### config.mk
export PLATFORM = sky130hd
export DESIGN_NAME = vram_dma_general_and_hblank_top_flat
export DESIGN_NICKNAME = d
export VERILOG_FILES = /design/src/rtl/core/vdma_pkg.sv /design/src/rtl/core/vdma_if.sv /design/src/rtl/core/vdma_step.sv /design/src/rtl/core/vram_dma_general_and_hblank_top.sv /design/src/flat_wrapper.sv
export SDC_FILE = /design/constraint.sdc
export NUM_CORES = 1
export LEC_CHECK = 0
export ABC_CLOCK_PERIOD_IN_PS = 7000
export BUFFER_PORTS_ARGS = -buffer_cell sky130_fd_sc_hd__buf_2
export CORE_MARGIN = 10
export CORE_UTILIZATION = 32
export DETAILED_ROUTE_END_ITERATION = 10
export MAX_ROUTING_LAYER = met4
export RECOVER_POWER = 100
export SLEW_MARGIN = 15
export SYNTH_ARGS = -nofsm -noshare
export SYNTH_HDL_FRONTEND = slang
export SYNTH_HIERARCHICAL = 1
export SYNTH_SLANG_ARGS = --single-unit
export TNS_END_PERCENT = 20
### constraint.sdc
create_clock -name clk_i -period 7 [get_ports clk_i]
set_input_delay 0.35 -clock clk_i [delete_from_list [all_inputs] [get_ports clk_i]]
set_output_delay 0.35 -clock clk_i [all_outputs]
set_load 0.05 [all_outputs]
### src/rtl/core/vdma_pkg.sv
// Package: types, codes and constants of the video-memory DMA controller.
package vdma_pkg;

  localparam int unsigned AddrW = 16;
  localparam int unsigned LenW  = 12;

  // Longest transfer; longer requests saturate here.
  localparam logic [LenW-1:0] MaxLength  = 12'd2048;
  // Bytes per horizontal-blank burst (power of two).
  localparam logic [LenW-1:0] BlockBytes = 12'd16;

  typedef enum logic {
    ModeTick  = 1'b0,
    ModeStart = 1'b1
  } mode_e;

  typedef enum logic [1:0] {
    KindNone    = 2'd0,
    KindGeneral = 2'd1,
    KindHblank  = 2'd2
  } kind_e;

  typedef struct packed {
    logic             mode;
    logic [1:0]       start_kind;
    logic [AddrW-1:0] src_addr;
    logic [AddrW-1:0] dest_addr;
    logic [LenW-1:0]  length;
    logic             cpu_halted;
    logic             ppu_in_hblank;
    logic             lcd_enabled;
  } in_item_t;

  typedef struct packed {
    logic             copy_valid;
    logic [AddrW-1:0] copy_src;
    logic [AddrW-1:0] copy_dest;
    logic             cpu_block;
    logic             busy_res;
  } out_item_t;

  typedef struct packed {
    kind_e            kind;
    logic [LenW-1:0]  length;
    logic [LenW-1:0]  offset;
    logic [AddrW-1:0] src_base;
    logic [AddrW-1:0] dest_base;
    logic             block_wait;
    logic             cpu_blocked;
  } state_t;

endpackage

### src/rtl/core/vdma_if.sv
// Interfaces: input and result channels of the video-memory DMA controller.
interface vdma_in_if;
  logic        valid;
  logic        ready;
  logic        mode;
  logic [1:0]  start_kind;
  logic [15:0] src_addr;
  logic [15:0] dest_addr;
  logic [11:0] length;
  logic        cpu_halted;
  logic        ppu_in_hblank;
  logic        lcd_enabled;

  modport source (
    output valid, mode, start_kind, src_addr, dest_addr, length,
           cpu_halted, ppu_in_hblank, lcd_enabled,
    input  ready
  );
  modport sink (
    input  valid, mode, start_kind, src_addr, dest_addr, length,
           cpu_halted, ppu_in_hblank, lcd_enabled,
    output ready
  );
endinterface

interface vdma_out_if;
  logic        valid;
  logic        ready;
  logic        copy_valid;
  logic [15:0] copy_src;
  logic [15:0] copy_dest;
  logic        cpu_block;
  logic        busy_res;

  modport source (
    output valid, copy_valid, copy_src, copy_dest, cpu_block, busy_res,
    input  ready
  );
  modport sink (
    input  valid, copy_valid, copy_src, copy_dest, cpu_block, busy_res,
    output ready
  );
endinterface

### src/rtl/core/vdma_step.sv
// Step logic: next transfer state and result for one item.
module vdma_step (
  input  vdma_pkg::state_t    state_i,
  input  vdma_pkg::in_item_t  item_i,
  output vdma_pkg::state_t    state_o,
  output vdma_pkg::out_item_t res_o
);
  import vdma_pkg::*;

  logic            do_copy;
  logic            check_wait;
  logic [LenW-1:0] off_inc;

  assign off_inc = state_i.offset + 12'd1;

  always_comb begin
    state_o    = state_i;
    res_o      = '0;
    do_copy    = 1'b0;
    check_wait = 1'b0;

    if (item_i.mode == ModeStart) begin
      case (item_i.start_kind)
        KindGeneral: state_o.kind = KindGeneral;
        KindHblank:  state_o.kind = KindHblank;
        default:     state_o.kind = KindNone;
      endcase
      state_o.length      = (item_i.length > MaxLength) ? MaxLength : item_i.length;
      state_o.offset      = '0;
      state_o.src_base    = item_i.src_addr;
      state_o.dest_base   = item_i.dest_addr;
      state_o.block_wait  = 1'b0;
      state_o.cpu_blocked = (state_o.kind == KindGeneral);
    end else begin
      case (state_i.kind)
        KindGeneral: do_copy = 1'b1;
        KindHblank: begin
          if (!item_i.cpu_halted) begin
            if (!item_i.ppu_in_hblank) begin
              state_o.block_wait = 1'b0;
            end else if (item_i.lcd_enabled && state_i.block_wait) begin
              state_o.cpu_blocked = 1'b0;
            end else begin
              state_o.cpu_blocked = 1'b1;
              do_copy             = 1'b1;
              check_wait          = 1'b1;
            end
          end
        end
        default: ;
      endcase
    end

    if (do_copy) begin
      res_o.copy_valid = 1'b1;
      res_o.copy_src   = state_i.src_base + {{(AddrW-LenW){1'b0}}, state_i.offset};
      res_o.copy_dest  = state_i.dest_base + {{(AddrW-LenW){1'b0}}, state_i.offset};
      state_o.offset   = off_inc;
      if (off_inc >= state_i.length) begin
        state_o.cpu_blocked = 1'b0;
        state_o.kind        = KindNone;
      end else if (check_wait && (off_inc % BlockBytes) == '0) begin
        state_o.block_wait = 1'b1;
      end
    end

    res_o.cpu_block = state_o.cpu_blocked;
    res_o.busy_res  = (state_o.kind != KindNone);
  end

endmodule

### src/rtl/core/vram_dma_general_and_hblank_top.sv
// Top level: video-memory DMA controller with input and result registers.
//
// Video-memory DMA controller for general-purpose and horizontal-blank
// transfers. Each input item is either a start (loads kind, source, destination
// and length; lengths above 2048 saturate, kind 3 means inactive) or a clock
// tick, and every item yields exactly one result item: an optional byte-copy
// request with its wrapped 16-bit source and destination addresses, plus the
// processor-block and busy flags as they stand after that item. Items pass an
// input register, combinational step logic and a result register, so a new
// item is taken every cycle while the result side keeps taking results. An
// accepted item moves from the input register to the result register once
// the result register is free or drains. The transfer state advances when
// an item moves from the input register to the result register, so the next
// item sees it at once. A stalled result side holds the result register and
// the input register; ready drops only when both are full and the result is
// not being taken.
module vram_dma_general_and_hblank_top (
  input  logic              clk_i,
  input  logic              rst_ni,
  vdma_in_if.sink           in_i,
  vdma_out_if.source        out_o
);
  import vdma_pkg::*;

  // Input register
  logic      in_valid_q;
  in_item_t  in_item_q;
  // Result register
  logic      out_valid_q;
  out_item_t out_item_q;
  // Transfer state
  state_t    state_q;
  state_t    state_d;
  out_item_t step_res;

  logic advance;
  logic in_take;

  // Item leaves the input register when the result register is free or drains.
  assign advance = in_valid_q && (!out_valid_q || out_o.ready);
  assign in_i.ready = !in_valid_q || advance;
  assign in_take = in_i.valid && in_i.ready;

  vdma_step u_step (
    .state_i (state_q),
    .item_i  (in_item_q),
    .state_o (state_d),
    .res_o   (step_res)
  );

  always_ff @(posedge clk_i or negedge rst_ni) begin
    if (!rst_ni) begin
      in_valid_q <= 1'b0;
    end else if (in_i.ready) begin
      in_valid_q <= in_i.valid;
    end
  end

  always_ff @(posedge clk_i) begin
    if (in_take) begin
      in_item_q.mode          <= in_i.mode;
      in_item_q.start_kind    <= in_i.start_kind;
      in_item_q.src_addr      <= in_i.src_addr;
      in_item_q.dest_addr     <= in_i.dest_addr;
      in_item_q.length        <= in_i.length;
      in_item_q.cpu_halted    <= in_i.cpu_halted;
      in_item_q.ppu_in_hblank <= in_i.ppu_in_hblank;
      in_item_q.lcd_enabled   <= in_i.lcd_enabled;
    end
  end

  always_ff @(posedge clk_i or negedge rst_ni) begin
    if (!rst_ni) begin
      out_valid_q <= 1'b0;
    end else if (advance) begin
      out_valid_q <= 1'b1;
    end else if (out_o.ready) begin
      out_valid_q <= 1'b0;
    end
  end

  always_ff @(posedge clk_i) begin
    if (advance) begin
      out_item_q <= step_res;
    end
  end

  // State commits only when the step's result is captured.
  always_ff @(posedge clk_i or negedge rst_ni) begin
    if (!rst_ni) begin
      state_q <= '{kind: KindNone, default: '0};
    end else if (advance) begin
      state_q <= state_d;
    end
  end

  assign out_o.valid      = out_valid_q;
  assign out_o.copy_valid = out_item_q.copy_valid;
  assign out_o.copy_src   = out_item_q.copy_src;
  assign out_o.copy_dest  = out_item_q.copy_dest;
  assign out_o.cpu_block  = out_item_q.cpu_block;
  assign out_o.busy_res   = out_item_q.busy_res;

  // Processor can only be blocked by a live transfer.
  assert property (@(posedge clk_i) disable iff (!rst_ni)
    state_q.cpu_blocked |-> (state_q.kind != KindNone))
    else $error("cpu blocked with no active transfer");

  // An active transfer never runs past its length.
  assert property (@(posedge clk_i) disable iff (!rst_ni)
    (state_q.kind != KindNone) |-> (state_q.offset <= state_q.length))
    else $error("offset beyond transfer length");

  // Saturation keeps the stored length in range.
  assert property (@(posedge clk_i) disable iff (!rst_ni)
    state_q.length <= MaxLength)
    else $error("stored length above maximum");

  // Each issued copy advances the offset by exactly one.
  assert property (@(posedge clk_i) disable iff (!rst_ni)
    (advance && step_res.copy_valid) |=>
      (state_q.offset == $past(state_q.offset) + 12'd1))
    else $error("offset did not advance with copy");

endmodule

### src/flat_wrapper.sv
// flat-port wrapper written by rule: the top's interface ports become plain ports
module vram_dma_general_and_hblank_top_flat import vdma_pkg::*;
  (clk_i, rst_ni, in_i_valid, in_i_mode, in_i_start_kind, in_i_src_addr, in_i_dest_addr, in_i_length, in_i_cpu_halted, in_i_ppu_in_hblank, in_i_lcd_enabled, in_i_ready, out_o_valid, out_o_copy_valid, out_o_copy_src, out_o_copy_dest, out_o_cpu_block, out_o_busy_res, out_o_ready);
  vdma_in_if in_i_i ();
  vdma_out_if out_o_i ();
  input  logic clk_i;
  input  logic rst_ni;
  input wire logic [$bits(in_i_i.valid)-1:0] in_i_valid;
  input wire logic [$bits(in_i_i.mode)-1:0] in_i_mode;
  input wire logic [$bits(in_i_i.start_kind)-1:0] in_i_start_kind;
  input wire logic [$bits(in_i_i.src_addr)-1:0] in_i_src_addr;
  input wire logic [$bits(in_i_i.dest_addr)-1:0] in_i_dest_addr;
  input wire logic [$bits(in_i_i.length)-1:0] in_i_length;
  input wire logic [$bits(in_i_i.cpu_halted)-1:0] in_i_cpu_halted;
  input wire logic [$bits(in_i_i.ppu_in_hblank)-1:0] in_i_ppu_in_hblank;
  input wire logic [$bits(in_i_i.lcd_enabled)-1:0] in_i_lcd_enabled;
  output wire logic [$bits(in_i_i.ready)-1:0] in_i_ready;
  output wire logic [$bits(out_o_i.valid)-1:0] out_o_valid;
  output wire logic [$bits(out_o_i.copy_valid)-1:0] out_o_copy_valid;
  output wire logic [$bits(out_o_i.copy_src)-1:0] out_o_copy_src;
  output wire logic [$bits(out_o_i.copy_dest)-1:0] out_o_copy_dest;
  output wire logic [$bits(out_o_i.cpu_block)-1:0] out_o_cpu_block;
  output wire logic [$bits(out_o_i.busy_res)-1:0] out_o_busy_res;
  input wire logic [$bits(out_o_i.ready)-1:0] out_o_ready;
  assign in_i_i.valid = in_i_valid;
  assign in_i_i.mode = in_i_mode;
  assign in_i_i.start_kind = in_i_start_kind;
  assign in_i_i.src_addr = in_i_src_addr;
  assign in_i_i.dest_addr = in_i_dest_addr;
  assign in_i_i.length = in_i_length;
  assign in_i_i.cpu_halted = in_i_cpu_halted;
  assign in_i_i.ppu_in_hblank = in_i_ppu_in_hblank;
  assign in_i_i.lcd_enabled = in_i_lcd_enabled;
  assign in_i_ready = in_i_i.ready;
  assign out_o_valid = out_o_i.valid;
  assign out_o_copy_valid = out_o_i.copy_valid;
  assign out_o_copy_src = out_o_i.copy_src;
  assign out_o_copy_dest = out_o_i.copy_dest;
  assign out_o_cpu_block = out_o_i.cpu_block;
  assign out_o_busy_res = out_o_i.busy_res;
  assign out_o_i.ready = out_o_ready;
  vram_dma_general_and_hblank_top u_core (.clk_i(clk_i), .rst_ni(rst_ni), .in_i(in_i_i), .out_o(out_o_i));
endmodule
After elaboration in Yosys (flattened, before gate mapping)
Index checks and enable logic that the tools add are counted.
{"block": "classes", "n_reduce_logical": 14, "multipliers": 0, "n_eq_ne": 5, "add_sub_neg": 3, "shift": 0, "div_mod_pow": 0, "bitwise_logic": 0, "muxes": 26, "magnitude_cmp": 2}
{"cell": "58-bit 2-to-1 mux", "n": 1}
{"cell": "33-bit 2-to-1 mux", "n": 1}
{"cell": "16-bit by 12-bit adder with 16-bit output", "n": 2}
{"cell": "12-bit 2-to-1 mux", "n": 2}
{"cell": "2-bit 2-to-1 mux", "n": 7}
{"cell": "1-bit 2-to-1 mux", "n": 13}
{"cell": "12-bit by 1-bit adder with 12-bit output, second input constant", "n": 1}
{"cell": "12-bit >= comparator", "n": 1}
{"cell": "12-bit > comparator, second input constant", "n": 1}
{"cell": "12-bit zero test", "n": 1}
{"cell": "2-bit by 1-bit equality test with 1-bit output, second input constant", "n": 3}
{"cell": "2-bit nonzero test", "n": 3}
{"cell": "2-bit equality test, second input constant", "n": 2}
{"cell": "1-bit logical AND", "n": 4}
{"cell": "2-bit case mux with 2 select lines", "n": 1}
{"cell": "2-bit AND reduction", "n": 2}
{"cell": "1-bit zero test", "n": 2}
{"cell": "1-bit logical OR", "n": 2}
{"cell": "1-bit case mux with 2 select lines", "n": 1}
{"block": "word_totals", "elab_cells": 72, "latchBits": 0, "register_bits": 147, "mem_count": 0, "ram_bits": 0, "romBits": 0}

Depth between registers and ports, before layout
{"block": "depth", "word_depth": 10, "ltp_mapped": 12, "mapped_depth_nobuf": 11}

By module
Netlist, hierarchy kept.
{"module": "vram_dma_general_and_hblank_top", "seq_area_each_um2": 4103.9, "area_per_inst_um2": 5123.7, "n_inst": 1, "cells_per_inst": 220}
{"module": "vdma_step", "seq_area_each_um2": 0.0, "area_per_inst_um2": 2817.7, "n_inst": 1, "cells_per_inst": 404}

Least setup slack after synthesis
OpenSTA, ideal clock, no wires.
{"block": "synth_timing", "path_type": "reg-to-reg", "startpoint": "register u_core/state_q[35] (netlist name)", "endpoint": "register u_core/state_q[0] (netlist name)", "arrival_time_ns": 2.798, "setup_ns": 0.125, "setup_slack_ns": 4.078, "stages_incl_launch_ff": 12, "cell_sequence": "dfrtp_1 > ha_1 > and2_1 > nand4_1 > xnor2_1 > ha_1 > nand4_1 > or4_1 > o211ai_1 > a21oi_1 > buf_4 > mux2_2"}
{"element": "start, declared", "line": "vram_dma_general_and_hblank_top.sv:32", "rtl": "state_t state_q;"}
{"element": "start signal, assigned", "line": "vram_dma_general_and_hblank_top.sv:93", "rtl": "state_q <= state_d;"}

==> results.py <==
metrics = {
    "run_status": {
        "outcome": "complete, but fails checks",
        "violations": "max-capacitance violations, max-slew violations",
    },
    "die": {
        "die_h_um": 177.5,
        "dieArea_um2": 31520,
        "core_region_area_um2": 24390,
        "dieWidth_um": 177.5,
        "start_util": 0.3256,
        "io_pins": 91,
        "rows": 57,
    },
    "flow_run": {
        "drv_cap": 4,
    },
    "synthesis": {
        "synth_cell_types": 62,
        "synth_edf_count": 85,
        "ys_ff_latch": 147,
        "avgSynthCellArea_um2": 12.73,
        "synthFlopType": "edfxtp_1",
        "synthAdderAreaFrac": 0.06649,
        "synth_mux_area_frac": 0.1621,
        "synth_fp_nets": 719,
        "synth_compound_area_frac": 0.08886,
        "synth_top_family_by_area": "multiplexers",
        "netlist_area_um2": 7941,
        "seq_area_frac_synth": 0.5168,
        "synth_warnings": 6,
        "synthCells": 624,
        "synth_xor_area_frac": 0.03529,
        "synthSimpleGateAreaFrac": 0.09942,
        "synthArstFlopShare": 0.4218,
    },
    "worst_setup_path": {
        "crit_path_end_kind": "flip-flop",
        "crit_path_max_fanout": 29,
        "crit_arrival_ps": 4360,
        "critPathLaunchType": "flip-flop",
        "cp.required_ps": 7290,
        "crit_type": "flip-flop to flip-flop",
    },
    "cells_and_area": {
        "antenna_cells": 0,
        "drive_gt1_frac": 0.1712,
        "nFillCells": 2457,
        "regArea_um2": 4104,
        "area_growth_pct": 13.69,
        "multi_input_area_um2": 3373,
        "fin_nets": 812,
        "final_cells": 1054,
    },
    "sta": {
        "rsz0062_at_grt": "false",
        "max_freq_mhz": 245.6,
        "fin_skew_ps": 9.714,
        "drv_slew": 192,
        "holdWs_ps": 95.56,
        "finalCritPeriodShare": 0.5817,
        "hold_viol": 0,
        "slew_headroom": -1.360,
        "period_minus_slack_ps": 4072,
        "tns_ps": 0,
        "tightest_slew_ps": 3540,
        "finalSetupViolations": 0,
        "fin_ws_ps": 2928,
    },
    "placed_design": {
        "gp_congestion": 0.8874,
        "placedCellCount": 1022,
        "dp_hpwl_mm": 13.16,
        "io_buffers": 90,
        "dp_slack_ps": 3759,
    },
    "grt": {
        "grt_util_all_layers": 0.1239,
        "gr-total-overflow": 0,
        "grt_pass1_vias": 5259,
        "antenna_found_initial": 0,
        "grt_pass1_wl_mm": 29.50,
        "grt_max_degree": 64,
    },
    "routing": {
        "route.detailed.drc": 0,
        "vias": 5094,
        "viasPerCell": 4.833,
        "wl_per_cell_um": 17.60,
        "drt-initial-drc-count": 289,
        "dr.pass1.iters": 5,
        "drtAntennaViolNets": 0,
        "totalWireLength_mm": 18.55,
    },
    "clocking": {
        "ctsHoldBuffers": 0,
        "clock_path_buffers": 2,
        "clkSlewWorstSetupHoldPaths_ps": 60,
        "htreeDepth": 4,
        "clockRootBuffer": "clkbuf_16",
        "post_cts_buffers": 0,
        "cts_resized": 0,
        "cts_tree": "built",
        "clk_latency_ps": 420,
        "cts_made_buffers": 17,
        "cts.sinks": 147,
    },
    "pwr": {
        "irDropWorstVdd_mv": 0.1686,
        "p_per_area_nw_per_um2": 314.2,
        "finalPower_mw": 2.837,
        "p_leak_nw": 3.689,
    },
    "worst_hold_path": {
        "hp-class": "input port to flip-flop",
    },
}
state kept, by name, indices dropped and copies added (netlist names):
signal / count
u_core/out_o.cpu_block: 1
u_core/out_o.busy_res: 1
u_core/in_valid_q: 1
u_core/out_o.copy_valid: 1
u_core/state_q: 60
u_core/in_item_q: 50
u_core/out_o.copy_src: 16
u_core/out_o.copy_dest: 16
u_core/out_o.valid: 1
layer usage:
metal  vias up  global-route usage  part of all wire
met4         0             0.03161             0.012
met3        16             0.03442             0.050
met2       120              0.1781              0.44
li1       2513                   -                 -
met5         -                   -                 0
met1      2445              0.1688              0.50
synthesized netlist by cell type (2+ instances only):
cell type	instances	share of area
a2111o_1	2	0.0028
a21boi_0	2	0.0019
a21boi_1	2	0.0019
a21o_1	13	0.012
a21oi_1	27	0.017
a221oi_1	3	0.0033
a31oi_1	4	0.0032
and2_1	7	0.0055
and3_1	10	0.0079
buf_1	2	0.00095
buf_2	5	0.0032
buf_4	2	0.0019
buf_6	6	0.0085
clkbuf_1	7	0.0033
clkinv_1	2	0.00095
dfrtp_1	62	0.20
edfxtp_1	85	0.32
fa_1	2	0.0050
ha_1	39	0.061
inv_1	26	0.012
mux2_2	33	0.047
mux2_4	59	0.11
mux2i_1	3	0.0038
nand2_1	37	0.017
nand2b_1	4	0.0032
nand3_1	20	0.013
nand3b_1	6	0.0057
nand4_1	6	0.0047
nor2_1	33	0.016
nor2b_1	2	0.0016
nor3_1	9	0.0057
nor3b_1	5	0.0047
nor4_1	4	0.0032
o2111ai_1	3	0.0033
o211ai_1	6	0.0057
o21a_1	2	0.0019
o21ai_0	25	0.016
o311ai_0	2	0.0022
or3_1	4	0.0032
xnor2_1	20	0.022
xor2_1	12	0.013
layout make-up:
cell class                 count  share of cell area
clock buffer                  22             0.05030
clock inverter                10             0.01760
multi-input combinational    427              0.3736
timing repair buffer          96             0.04739
tap                          324             0.04490
sequential                   147              0.4545
inverter                      28             0.01164
power breakdown:
part	internal (mW)	switching [mW]	total, mW	leakage [nW]
clock network	0.604	0.350	0.954	0.286
registers	1.07	0.124	1.19	1.60
logic	0.262	0.427	0.689	1.80
placed cells by master, fill, tap and decap left out, drive strengths merged, types with 7 or more instances in the layout:
cell / instances
nor2: 33
mux2: 92
a21o: 13
nand2: 38
dfrtp: 62
o21ai: 26
and2: 7
inv: 26
nor3: 9
xor2: 12
xnor2: 20
a21oi: 27
clkbuf: 66
edfxtp: 85
ha: 39
buf: 52
nand3: 21
o211ai: 7
and3: 11
worst max-delay path, stage by stage, from the launching register on:
cell	delay, ps
dfrtp_1	370
inv_1	90
ha_1	570
nor2_1	100
o21ai_0	110
clkbuf_1	1070
clkinv_1	1020
nand2_1	250
nand2_1	60
mux2_1	290
logic make-up (layout without fill, tap and decap cells):
| kind of cell | Yosys count | in the layout |
|---|---|---|
| and+or+nand+nor | 154 | 154 |
| DFF | 147 | 147 |
| AOI/OAI and AO/OA | 105 | 105 |
| muxes | 95 | 95 |
| buffers and inverters | 50 | 156 |
| adders and majority gates | 41 | 41 |
| xor gates and xnor gates | 32 | 32 |
final timing paths:
path                                     from  cells past startpoint                    to  slack, ps
setup / recovery           u_core/state_q[58]                      9    u_core/state_q[39]       2930
hold / removal             in_i_dest_addr[15]                      1  u_core/in_item_q[30]        100
setup reg to reg           u_core/state_q[58]                      9    u_core/state_q[39]       2930
hold reg to reg            u_core/state_q[54]                      1    u_core/state_q[54]        490
max in group asynchronous              rst_ni                      2    u_core/state_q[25]       3770
min in group asynchronous              rst_ni                      2    u_core/state_q[11]       1240
per-stage QoR:
stage | area (um^2) | util
global placement | 8706 | 0.3569
CTS | 9326 | 0.3824
global route | 9029 | 0.3702
finish | 9029 | 0.3702
detailed placement | 8713 | 0.3572
floorplan | 7941 | -
Power figures use the tool's default switching activity.
